[config.mk]
export PLATFORM = sky130hd
export DESIGN_NAME = cpio_newc_stream_parser
export DESIGN_NICKNAME = d
export VERILOG_FILES = /design/src/rtl/core/cpio_pkg.sv /design/src/rtl/core/cpio_front.sv /design/src/rtl/core/cpio_queue.sv /design/src/rtl/core/cpio_newc_stream_parser.sv
export SDC_FILE = /design/constraint.sdc
export NUM_CORES = 2
export LEC_CHECK = 0
export BUFFER_PORTS_ARGS = -buffer_cell sky130_fd_sc_hd__buf_2
export CAP_MARGIN = 30
export CORE_MARGIN = 5
export CORE_UTILIZATION = 66
export CTS_BUF_LIST = sky130_fd_sc_hd__clkbuf_8
export CTS_CLUSTER_SIZE = 30
export DETAILED_ROUTE_END_ITERATION = 16
export PLACE_DENSITY = 0.86
export SYNTH_ARGS = -nofsm -noshare
export SYNTH_HDL_FRONTEND = slang
export SYNTH_SLANG_ARGS = --single-unit
[constraint.sdc]
create_clock -name aclk -period 26.5 [get_ports aclk]
set_input_delay 5.3 -clock aclk [delete_from_list [all_inputs] [get_ports aclk]]
set_output_delay 5.3 -clock aclk [all_outputs]
set_load 0.02 [all_outputs]
[src/rtl/core/cpio_pkg.sv]
// ----------------------------------------------------------------------------
// cpio newc parser package
// Shared phase codes, result kinds, constant tables and the front-to-back
// result record.
// ----------------------------------------------------------------------------
package cpio_pkg;

    localparam int HDR_LEN   = 110;
    localparam int ALIGN_LOG = 2;

    typedef enum logic [2:0] {
        PH_IDLE      = 3'd0,
        PH_HEADER    = 3'd1,
        PH_NAME      = 3'd2,
        PH_NAME_TAIL = 3'd3,
        PH_NAME_PAD  = 3'd4,
        PH_DATA      = 3'd5,
        PH_DATA_PAD  = 3'd6,
        PH_HALT      = 3'd7
    } phase_t;

    typedef enum logic [1:0] {
        KIND_ENTRY   = 2'd0,
        KIND_DATA    = 2'd1,
        KIND_TRAILER = 2'd2,
        KIND_BAD     = 2'd3
    } kind_t;

    // one result record handed from the front to the back
    typedef struct packed {
        kind_t       kind;
        logic [31:0] file_size;
        logic [31:0] name_size;
        logic [31:0] data_offset;
        logic        name_match;
        logic [7:0]  data_value;
        logic        last_data;
    } result_t;

    localparam int RESULT_W = $bits(result_t);

    function automatic logic [7:0] magic_char(input logic [2:0] i);
        logic [7:0] r;
        case (i)
            3'd0:    r = 8'h30;
            3'd1:    r = 8'h37;
            3'd2:    r = 8'h30;
            3'd3:    r = 8'h37;
            3'd4:    r = 8'h30;
            3'd5:    r = 8'h31;
            default: r = 8'h00;
        endcase
        return r;
    endfunction

    function automatic logic [7:0] trailer_char(input logic [3:0] i);
        logic [7:0] r;
        case (i)
            4'd0:    r = 8'h54;
            4'd1:    r = 8'h52;
            4'd2:    r = 8'h41;
            4'd3:    r = 8'h49;
            4'd4:    r = 8'h4C;
            4'd5:    r = 8'h45;
            4'd6:    r = 8'h52;
            4'd7:    r = 8'h21;
            4'd8:    r = 8'h21;
            4'd9:    r = 8'h21;
            default: r = 8'h00;
        endcase
        return r;
    endfunction

    function automatic logic [3:0] hex_value(input logic [7:0] c);
        logic [3:0] r;
        if (c >= 8'h30 && c <= 8'h39)      r = c[3:0];
        else if (c >= 8'h41 && c <= 8'h46) r = 4'(c - 8'h37);
        else if (c >= 8'h61 && c <= 8'h66) r = 4'(c - 8'h57);
        else                               r = 4'd0;
        return r;
    endfunction

endpackage

[src/rtl/core/cpio_front.sv]
// ----------------------------------------------------------------------------
// cpio parser front end
// Walks the archive byte by byte, decodes the header, compares the name and
// produces at most one result record per byte.
// ----------------------------------------------------------------------------
module cpio_front import cpio_pkg::*; #(
    parameter int NAME_BYTES = 16
) (
    input  logic                      aclk,
    input  logic                      aresetn,
    input  logic                      in_valid,
    output logic                      in_ready,
    input  logic [7:0]                in_byte,
    input  logic                      in_start,
    input  logic [8*NAME_BYTES-1:0]   want_name,
    input  logic [4:0]                target_len,
    input  logic                      emit_en,
    output logic                      res_valid,
    output result_t                   res,
    input  logic                      res_ready
);

    phase_t      phase_reg, phase_next;
    logic [31:0] count_reg, count_next;
    logic [31:0] acc_reg, acc_next;
    logic [31:0] fsize_reg, fsize_next;
    logic [31:0] nsize_reg, nsize_next;
    logic [31:0] offs_reg, offs_next;
    logic        teq_reg, teq_next;
    logic        treq_reg, treq_next;
    logic        emit_reg, emit_next;

    logic        fire;
    logic [31:0] offs_inc;
    logic [31:0] cnt1;
    logic [31:0] aligned;
    logic [7:0]  tbyte;
    logic        in_hex;

    assign in_ready = res_ready;
    assign fire     = in_valid && in_ready;

    // target byte at the current name position
    always_comb begin
        tbyte = 8'h00;
        for (int i = 0; i < NAME_BYTES; i++) begin
            if (count_reg == 32'(i)) tbyte = want_name[8*i +: 8];
        end
    end

    // per-byte parse step
    always_comb begin
        phase_t ph;
        logic   close;
        logic   halt_next;
        ph         = phase_reg;
        offs_inc   = offs_reg;
        acc_next   = acc_reg;
        emit_next  = emit_reg;
        count_next = count_reg;
        fsize_next = fsize_reg;
        nsize_next = nsize_reg;
        teq_next   = teq_reg;
        treq_next  = treq_reg;
        res_valid  = 1'b0;
        res        = '0;
        close      = 1'b0;
        halt_next  = 1'b0;
        cnt1       = 32'd0;
        aligned    = 32'd0;
        in_hex     = 1'b0;
        if (in_start) begin
            ph         = PH_HEADER;
            count_next = 32'd0;
            offs_inc   = 32'd0;
            acc_next   = 32'd0;
            emit_next  = 1'b0;
        end
        phase_next = ph;
        if (ph != PH_IDLE && ph != PH_HALT) begin
            offs_inc = offs_inc + 32'd1;
        end
        cnt1 = count_next + 32'd1;
        unique case (ph)
            PH_HEADER: begin
                if (count_next < 32'd6 && in_byte != magic_char(count_next[2:0])) begin
                    res_valid  = 1'b1;
                    res.kind   = KIND_BAD;
                    phase_next = PH_HALT;
                end else begin
                    if (count_next == 32'd54 || count_next == 32'd94) acc_next = 32'd0;
                    in_hex = (count_next >= 32'd54 && count_next < 32'd62)
                          || (count_next >= 32'd94 && count_next < 32'd102);
                    if (in_hex) acc_next = {acc_next[27:0], hex_value(in_byte)};
                    if (count_next == 32'd61) fsize_next = acc_next;
                    if (count_next == 32'd101) nsize_next = acc_next;
                    count_next = cnt1;
                    if (count_next == 32'(HDR_LEN)) begin
                        teq_next   = 1'b1;
                        treq_next  = 1'b1;
                        count_next = 32'd0;
                        if (nsize_next == 32'd0) begin
                            teq_next  = (target_len == 5'd0);
                            treq_next = 1'b0;
                            close     = 1'b1;
                        end else begin
                            phase_next = PH_NAME;
                        end
                    end
                end
            end
            PH_NAME, PH_NAME_TAIL: begin
                if (ph == PH_NAME) begin
                    if (in_byte == 8'h00) begin
                        teq_next   = teq_reg && count_next == 32'(target_len);
                        treq_next  = treq_reg && count_next == 32'd10;
                        phase_next = PH_NAME_TAIL;
                    end else begin
                        teq_next  = teq_reg && count_next < 32'(target_len)
                                 && (count_next >= 32'(NAME_BYTES) || in_byte == tbyte);
                        treq_next = treq_reg && count_next < 32'd10
                                 && in_byte == trailer_char(count_next[3:0]);
                    end
                end
                count_next = cnt1;
                if (cnt1 == nsize_reg) begin
                    // length check only when no zero byte ended the name
                    if (phase_next == PH_NAME) begin
                        teq_next  = teq_next && nsize_reg == 32'(target_len);
                        treq_next = treq_next && nsize_reg == 32'd10;
                    end
                    close = 1'b1;
                end
            end
            PH_NAME_PAD: begin
                if (offs_inc[ALIGN_LOG-1:0] == '0) begin
                    count_next = 32'd0;
                    if (fsize_reg == 32'd0) halt_next = 1'b1;
                    else phase_next = PH_DATA;
                end
            end
            PH_DATA: begin
                count_next = cnt1;
                if (emit_reg) begin
                    res_valid       = 1'b1;
                    res.kind        = KIND_DATA;
                    res.file_size   = fsize_reg;
                    res.name_size   = nsize_reg;
                    res.data_offset = acc_reg;
                    res.name_match  = 1'b1;
                    res.data_value  = in_byte;
                    res.last_data   = (cnt1 == fsize_reg);
                end
                if (cnt1 == fsize_reg) halt_next = 1'b1;
            end
            PH_DATA_PAD: begin
                if (offs_inc[ALIGN_LOG-1:0] == '0) begin
                    phase_next = PH_HEADER;
                    count_next = 32'd0;
                end
            end
            PH_IDLE, PH_HALT: begin
                phase_next = ph;
            end
            default: phase_next = PH_IDLE;
        endcase

        // name finished: give entry or trailer result
        if (close) begin
            aligned  = (offs_inc + 32'd3) & ~32'd3;
            acc_next = aligned;
            res_valid       = 1'b1;
            res.file_size   = fsize_next;
            res.name_size   = nsize_next;
            res.data_offset = aligned;
            if (treq_next) begin
                res.kind   = KIND_TRAILER;
                phase_next = PH_HALT;
            end else begin
                res.kind       = KIND_ENTRY;
                res.name_match = teq_next;
                emit_next      = teq_next && emit_en;
                if (offs_inc[ALIGN_LOG-1:0] != '0) begin
                    phase_next = PH_NAME_PAD;
                end else begin
                    count_next = 32'd0;
                    if (fsize_next == 32'd0) halt_next = 1'b1;
                    else phase_next = PH_DATA;
                end
            end
        end

        // end of data section
        if (halt_next) begin
            if (emit_next) begin
                emit_next  = 1'b0;
                phase_next = PH_HALT;
            end else if (offs_inc[ALIGN_LOG-1:0] != '0) begin
                phase_next = PH_DATA_PAD;
            end else begin
                phase_next = PH_HEADER;
                count_next = 32'd0;
            end
        end
        offs_next = offs_inc;
        res_valid = res_valid && fire;
    end

    // parser state
    always_ff @(posedge aclk) begin
        if (!aresetn) begin
            phase_reg <= PH_IDLE;
            count_reg <= '0;
            acc_reg   <= '0;
            fsize_reg <= '0;
            nsize_reg <= '0;
            offs_reg  <= '0;
            teq_reg   <= 1'b1;
            treq_reg  <= 1'b1;
            emit_reg  <= 1'b0;
        end else if (fire) begin
            phase_reg <= phase_next;
            count_reg <= count_next;
            acc_reg   <= acc_next;
            fsize_reg <= fsize_next;
            nsize_reg <= nsize_next;
            offs_reg  <= offs_next;
            teq_reg   <= teq_next;
            treq_reg  <= treq_next;
            emit_reg  <= emit_next;
        end
    end

`ifndef SYNTH
    a_halt_sticky: assert property (@(posedge aclk) disable iff (!aresetn)
        (phase_reg == PH_HALT && fire && !in_start) |=> phase_reg == PH_HALT)
        else $error("halt left without archive start");
    a_no_result_idle: assert property (@(posedge aclk) disable iff (!aresetn)
        (phase_reg == PH_IDLE && !in_start) |-> !res_valid)
        else $error("result while idle");
    a_emit_only_data: assert property (@(posedge aclk) disable iff (!aresetn)
        (res_valid && res.kind == KIND_DATA) |-> emit_reg)
        else $error("data result without emission");
`endif

endmodule

[src/rtl/core/cpio_queue.sv]
// ----------------------------------------------------------------------------
// cpio result queue
// Two-entry queue between the parser front end and the output stage.
// ----------------------------------------------------------------------------
module cpio_queue import cpio_pkg::*; (
    input  logic    aclk,
    input  logic    aresetn,
    input  logic    wr_valid,
    input  result_t wr_data,
    output logic    wr_ready,
    output logic    rd_valid,
    output result_t rd_data,
    input  logic    rd_ready
);

    result_t     mem_reg [2];
    logic        wptr_reg, rptr_reg;
    logic [1:0]  cnt_reg;
    logic        push, pop;

    assign wr_ready = (cnt_reg != 2'd2);
    assign rd_valid = (cnt_reg != 2'd0);
    assign rd_data  = mem_reg[rptr_reg];
    assign push     = wr_valid && wr_ready;
    assign pop      = rd_valid && rd_ready;

    // storage
    always_ff @(posedge aclk) begin
        if (push) mem_reg[wptr_reg] <= wr_data;
    end

    // pointers and fill
    always_ff @(posedge aclk) begin
        if (!aresetn) begin
            wptr_reg <= 1'b0;
            rptr_reg <= 1'b0;
            cnt_reg  <= 2'd0;
        end else begin
            if (push) wptr_reg <= ~wptr_reg;
            if (pop)  rptr_reg <= ~rptr_reg;
            cnt_reg <= 2'(cnt_reg + {1'b0, push} - {1'b0, pop});
        end
    end

`ifndef SYNTH
    a_fill_range: assert property (@(posedge aclk) disable iff (!aresetn)
        cnt_reg <= 2'd2) else $error("queue overfilled");
    a_fill_track: assert property (@(posedge aclk) disable iff (!aresetn)
        (push && !pop) |=> cnt_reg == $past(cnt_reg) + 2'd1)
        else $error("fill count lost a push");
    a_ptr_gap: assert property (@(posedge aclk) disable iff (!aresetn)
        (cnt_reg == 2'd0 || cnt_reg == 2'd2) |-> wptr_reg == rptr_reg)
        else $error("pointers disagree with fill");
`endif

endmodule

[src/rtl/core/cpio_newc_stream_parser.sv]
// ----------------------------------------------------------------------------
// cpio newc stream parser
// Top level: configuration registers, parser front end and result queue.
// ----------------------------------------------------------------------------
// Usage:
//   s_axis carries one archive byte per transaction, tuser = archive start.
//   m_axis carries one result per transaction: entry record at the end of
//   each name, data bytes of the matching file in emit mode, a trailer
//   record, or a bad magic record.
//   Configuration is written through cfg_we/cfg_addr/cfg_wdata while idle.
// Timing:
//   One byte per cycle while the queue has room. A result enters the queue when
//   its byte is taken and is offered on m_axis from there. The front end is held
//   whenever the two-entry queue is full, so s_axis_tready falls only when
//   m_axis has stalled for two results.
// Reset:
//   aresetn clears the registers and the queue; the parser waits for a byte
//   with archive start set. Results already queued wait through a stall.
// ----------------------------------------------------------------------------
module cpio_newc_stream_parser import cpio_pkg::*; #(
    parameter int NAME_BYTES = 16
) (
    input  logic         aclk,
    input  logic         aresetn,
    input  logic         s_axis_tvalid,
    output logic         s_axis_tready,
    input  logic [7:0]   s_axis_tdata,   // archive_byte
    input  logic         s_axis_tuser,   // archive_start
    output logic         m_axis_tvalid,
    input  logic         m_axis_tready,
    // file_size[31:0], name_size[63:32], data_offset[95:64], name_match[96],
    // data_value[104:97], last_data[105], zero fill[111:106]
    output logic [111:0] m_axis_tdata,
    output logic [1:0]   m_axis_tuser,   // result_kind
    input  logic         cfg_we,
    input  logic [1:0]   cfg_addr,
    input  logic [63:0]  cfg_wdata
);

    localparam logic [1:0] REG_NAME_LOW  = 2'd0;
    localparam logic [1:0] REG_NAME_HIGH = 2'd1;
    localparam logic [1:0] REG_NAME_LEN  = 2'd2;
    localparam logic [1:0] REG_EMIT      = 2'd3;

    logic [63:0] name_low_reg, name_high_reg;
    logic [4:0]  name_len_reg;
    logic        emit_reg;
    logic [127:0] name_full;

    logic    f_valid, q_ready, q_valid;
    result_t f_res, q_res;

    // configuration writes
    always_ff @(posedge aclk) begin
        if (!aresetn) begin
            name_low_reg  <= '0;
            name_high_reg <= '0;
            name_len_reg  <= '0;
            emit_reg      <= 1'b0;
        end else if (cfg_we) begin
            unique case (cfg_addr)
                REG_NAME_LOW:  name_low_reg  <= cfg_wdata;
                REG_NAME_HIGH: name_high_reg <= cfg_wdata;
                REG_NAME_LEN:  name_len_reg  <= cfg_wdata[4:0];
                REG_EMIT:      emit_reg      <= cfg_wdata[0];
                default:       ;
            endcase
        end
    end

    assign name_full = {name_high_reg, name_low_reg};

    cpio_front #(.NAME_BYTES(NAME_BYTES)) u_front (
        .aclk        (aclk),
        .aresetn     (aresetn),
        .in_valid    (s_axis_tvalid),
        .in_ready    (s_axis_tready),
        .in_byte     (s_axis_tdata),
        .in_start    (s_axis_tuser),
        .want_name   (name_full[8*NAME_BYTES-1:0]),
        .target_len  (name_len_reg),
        .emit_en     (emit_reg),
        .res_valid   (f_valid),
        .res         (f_res),
        .res_ready   (q_ready)
    );

    cpio_queue u_queue (
        .aclk     (aclk),
        .aresetn  (aresetn),
        .wr_valid (f_valid),
        .wr_data  (f_res),
        .wr_ready (q_ready),
        .rd_valid (q_valid),
        .rd_data  (q_res),
        .rd_ready (m_axis_tready)
    );

    // output packing
    assign m_axis_tvalid = q_valid;
    assign m_axis_tuser  = q_res.kind;
    assign m_axis_tdata  = {6'd0, q_res.last_data, q_res.data_value, q_res.name_match,
                            q_res.data_offset, q_res.name_size, q_res.file_size};

`ifndef SYNTH
    a_kind_fields: assert property (@(posedge aclk) disable iff (!aresetn)
        (m_axis_tvalid && m_axis_tuser == KIND_BAD) |-> m_axis_tdata == '0)
        else $error("bad magic record carries data");
    a_data_match: assert property (@(posedge aclk) disable iff (!aresetn)
        (m_axis_tvalid && m_axis_tuser == KIND_DATA) |-> m_axis_tdata[96])
        else $error("data byte without match");
    a_trailer_nomatch: assert property (@(posedge aclk) disable iff (!aresetn)
        (m_axis_tvalid && m_axis_tuser == KIND_TRAILER) |-> !m_axis_tdata[96])
        else $error("trailer flagged as match");
`endif

endmodule

==> summary.txt <==
Outcome
  – Outcome: complete, no violations

Worst setup path
  – Critical path's most frequent cell: buf_4
  – Critical Path Source Type: primary input
  – Critical path, cell by cell: buf_4 -> nand2b_1 -> inv_1 -> ha_1 -> and3_1 -> nand4_1 -> nor4_1 -> mux2i_1 -> xor2_1 -> or4b_1 -> a2bb2oi_4 -> buf_4 -> and2_1 -> a21oi_2 -> and2_4 -> buf_4
  – CP Capture Type: flop
  – Critical path class: in -> reg
  – CP max FO: 77
  – Slowest stage delay, CP: 830 ps
  – Critical-path top delay cell: buf_4
  – FF-to-FF setup slack: 19210 ps
  – Required time of the critical path: 26820 ps
  – Critical Path AT: 12090 ps

Finish
  – FILL cells: 3187
  – Final cell count without fillers: 4163
  – Layout Nets: 3595
  – Area occupied by multi-input gates: 16100 sq um
  – Layout Area Growth over Synthesis: 9.30%
  – Max reg flops: 216
  – Storage cell area: 12600 sq um
  – Layout cells sized above 1: 15.6%

Logic synthesis
  – Compound-Gate Fraction of Synth Area: approximately 16%
  – Synth area leaders: edfxtp_1, dfxtp_1, nand2_1, a21oi_1, mux2_2
  – Mapped Avg Cell Area: 8.69 sq um
  – Synth Area in Adders: 0.877%
  – Mux contribution to synthesized area: under 10%
  – Post-Synth Simple-Gate Area: about a quarter
  – Number of enable flip-flop cells after synthesis: 216
  – Main combinational cell family by area after synthesis: simple AND/OR/NAND/NOR gates
  – Sequential area share after synthesis: 42.0%
  – Top-area cell type share of the netlist area: 21.7%
  – Synth Register Bits: 521
  – Synth warnings: 0
  – Synth area leader: edfxtp_1
  – Synth Area in XOR/XNOR: under 10%
  – Post-synth cell types: 105
  – Async SR Flop Fraction: 0%
  – Synth Cell Area: 30000 sq um
  – Ys flop type: dfxtp_1
  – Synth Instances: roughly 3400

Routing
  – Via count: 29400
  – DR iter-0 viols: 4719
  – Routed len/inst: 26.6 um
  – Drt via density: a little over 7
  – Post-route ant nets: 0
  – Drt pass-1 iters: 9
  – DRC viols: 0
  – DRT Wirelength: approximately 110000 um

STA
  – Fin. max-slew vios: 0
  – Final hold vios: 0
  – Slew HR: 29.5%
  – Maximum clock rate: 85.0 MHz
  – Clk_skew: 44.6 ps
  – Hold slack: ~450 ps
  – Worst slew pin tran: 1060 ps
  – Final setup violation count: 0
  – Tmin final: approximately 12000 ps
  – RSZ-0062 raised after global routing: false
  – Period Utilization, post-route: roughly 44%
  – Setup total negative slack: 0 ps

Die
  – Core Area: between 40000 and 50000 sq um
  – Vert. Die Dim: 223 um
  – Die area: around 50000 sq um
  – Initial Util: 66.3%
  – Die Width: ~220 um
  – I/O Pins: about 200
  – Row Count: 78

Power and ir drop
  – Power Total: 0.00212 W
  – Cell Pwr Density: 64.8 nW/um^2
  – Leakage: around 12 nW
  – Worst VDD drop: between 0.08 and 0.09 mV

Global route
  – First-pass GRT wire length: about 170000 um
  – Vias in the first global route: 27700
  – Largest net degree at the start of global routing: 93
  – Gr ovfl total: 0
  – Antenna violations before repair: 5
  – Total track usage: 42.2%

Clock network
  – CTS tree: built
  – CTS Root Cell: clkbuf_8
  – Postcts setup bufs: 0
  – Clk_lat worst skew: 710 ps
  – Clock transition at path regs: 50 ps
  – Clk buf depth: 3
  – Sink Count: 521
  – H-tree levels: 3
  – Clock buffer count from CTS: 83
  – Quantity of gates resized following cts: 0
  – Post-CTS Hold Buffers: 0

Place
  – GPL Wtd Cong: about 1.1
  – Placed cells: approximately 4000
  – Post-DP HPWL: 77000 um
  – Port bufs: approximately 190

Worst hold path
  – Hold WC Path Type: reg -> reg

Run
  – Max-cap check violation count: 0
[per-stage QoR]
step                      setup slack [ps]  util (%)  area (sq um)
after floorplan                      12190         -         30000
after global placement               14360      68.3         30900
after detailed placement             14100      68.5         30900
after CTS                            14850      72.2         32600
after global routing                 14430      72.5         32700
final                                14730      72.5         32700
[critical path, delay by kind of cell]
family / cells / cell delay [ps]
AO/OA/AOI/OAI: 2 / 390
XOR/XNOR: 1 / 270
adder cells (fa/ha/maj): 1 / 410
buffers and inverters: 4 / 1540
multiplexers: 1 / 680
AND/OR/NAND/NOR: 7 / 3310
[area by class of cell]
| cell class | count | area share [%] |
|---|---|---|
| sequential | 521 | 38.5 |
| clock inverter | 61 | 1.38 |
| tap | 600 | 2.29 |
| multi-input combinational | 2603 | 49.1 |
| timing repair buffer | 238 | 4.33 |
| clock buffer | 91 | 3.83 |
| antenna | 2 | 0.0153 |
| inverter | 47 | 0.554 |
[cells by family (layout without fill, tap and decap cells)]
logic type	after synthesis	count (layout)
muxes	197	197
adders and majority gates	21	21
and+or+nand+nor	1468	1468
AOI/OAI and AO/OA	777	777
buffers and inverters	330	437
other	1	8
DFF	521	521
xor gates and xnor gates	134	134
[layer usage]
metal	global-route usage, %	up-vias	routed length (um)
met2	65.9	2539	48900
met4	21.1	8	7090
met1	55.3	13700	40100
met5	0	-	49
li1	-	12600	-
met3	9.87	601	14400
[synthesized netlist by cell type (all sizes together), types with 15 or more instances]
cell type,n
o22ai,20
nand3,93
mux2i,66
dfxtp,305
o21ai,165
nor2b,50
nand3b,15
nor2,248
edfxtp,216
nor3,85
inv,47
buf,77
and2,42
or3,28
or4,20
o211ai,22
xnor2,77
clkbuf,206
xor2,44
o31ai,16
ha,21
nand4,45
a211oi,31
nand2,617
a21oi,303
mux2,120
and3,41
a22o,27
a31oi,26
nor4,70
nand2b,38
[where the power goes]
group	internal, W	switching, W	leakage, nW
clock network	0.000379	0.000343	0.956
registers	0.000886	0.0000347	4.59
logic	0.000160	0.000320	6.23
total	0.00142	0.000697	11.8
[cells in the final DEF, fill, tap and decap left out, types with 43 or more instances in the layout]
| cell type | count |
|---|---|
| nor4_1 | 60 |
| mux2i_1 | 66 |
| edfxtp_1 | 216 |
| nor2_1 | 245 |
| o21ai_0 | 149 |
| nand4_1 | 43 |
| nor2b_1 | 48 |
| nor3_1 | 83 |
| dfxtp_1 | 302 |
| a21oi_1 | 299 |
| inv_1 | 69 |
| nand2_1 | 615 |
| nand3_1 | 91 |
| xnor2_1 | 76 |
| mux2_2 | 120 |
| clkbuf_8 | 91 |
| buf_2 | 189 |
| xor2_1 | 44 |
[final timing paths]
path,cells after the start,end,start
worst min register to register,2,name_low_reg[29]$_SDFFE_PN0P_,name_low_reg[29]$_SDFFE_PN0P_
worst max-delay path,16,u_queue.mem_reg[1][69]$_DFFE_PP_,s_axis_tuser
worst max register to register,15,u_queue.mem_reg[1][69]$_DFFE_PP_,u_front.count_reg[1]$_SDFFE_PN0P_
worst min-delay path,2,name_low_reg[29]$_SDFFE_PN0P_,name_low_reg[29]$_SDFFE_PN0P_
Note: power is estimated with default switching activity, not from simulation.
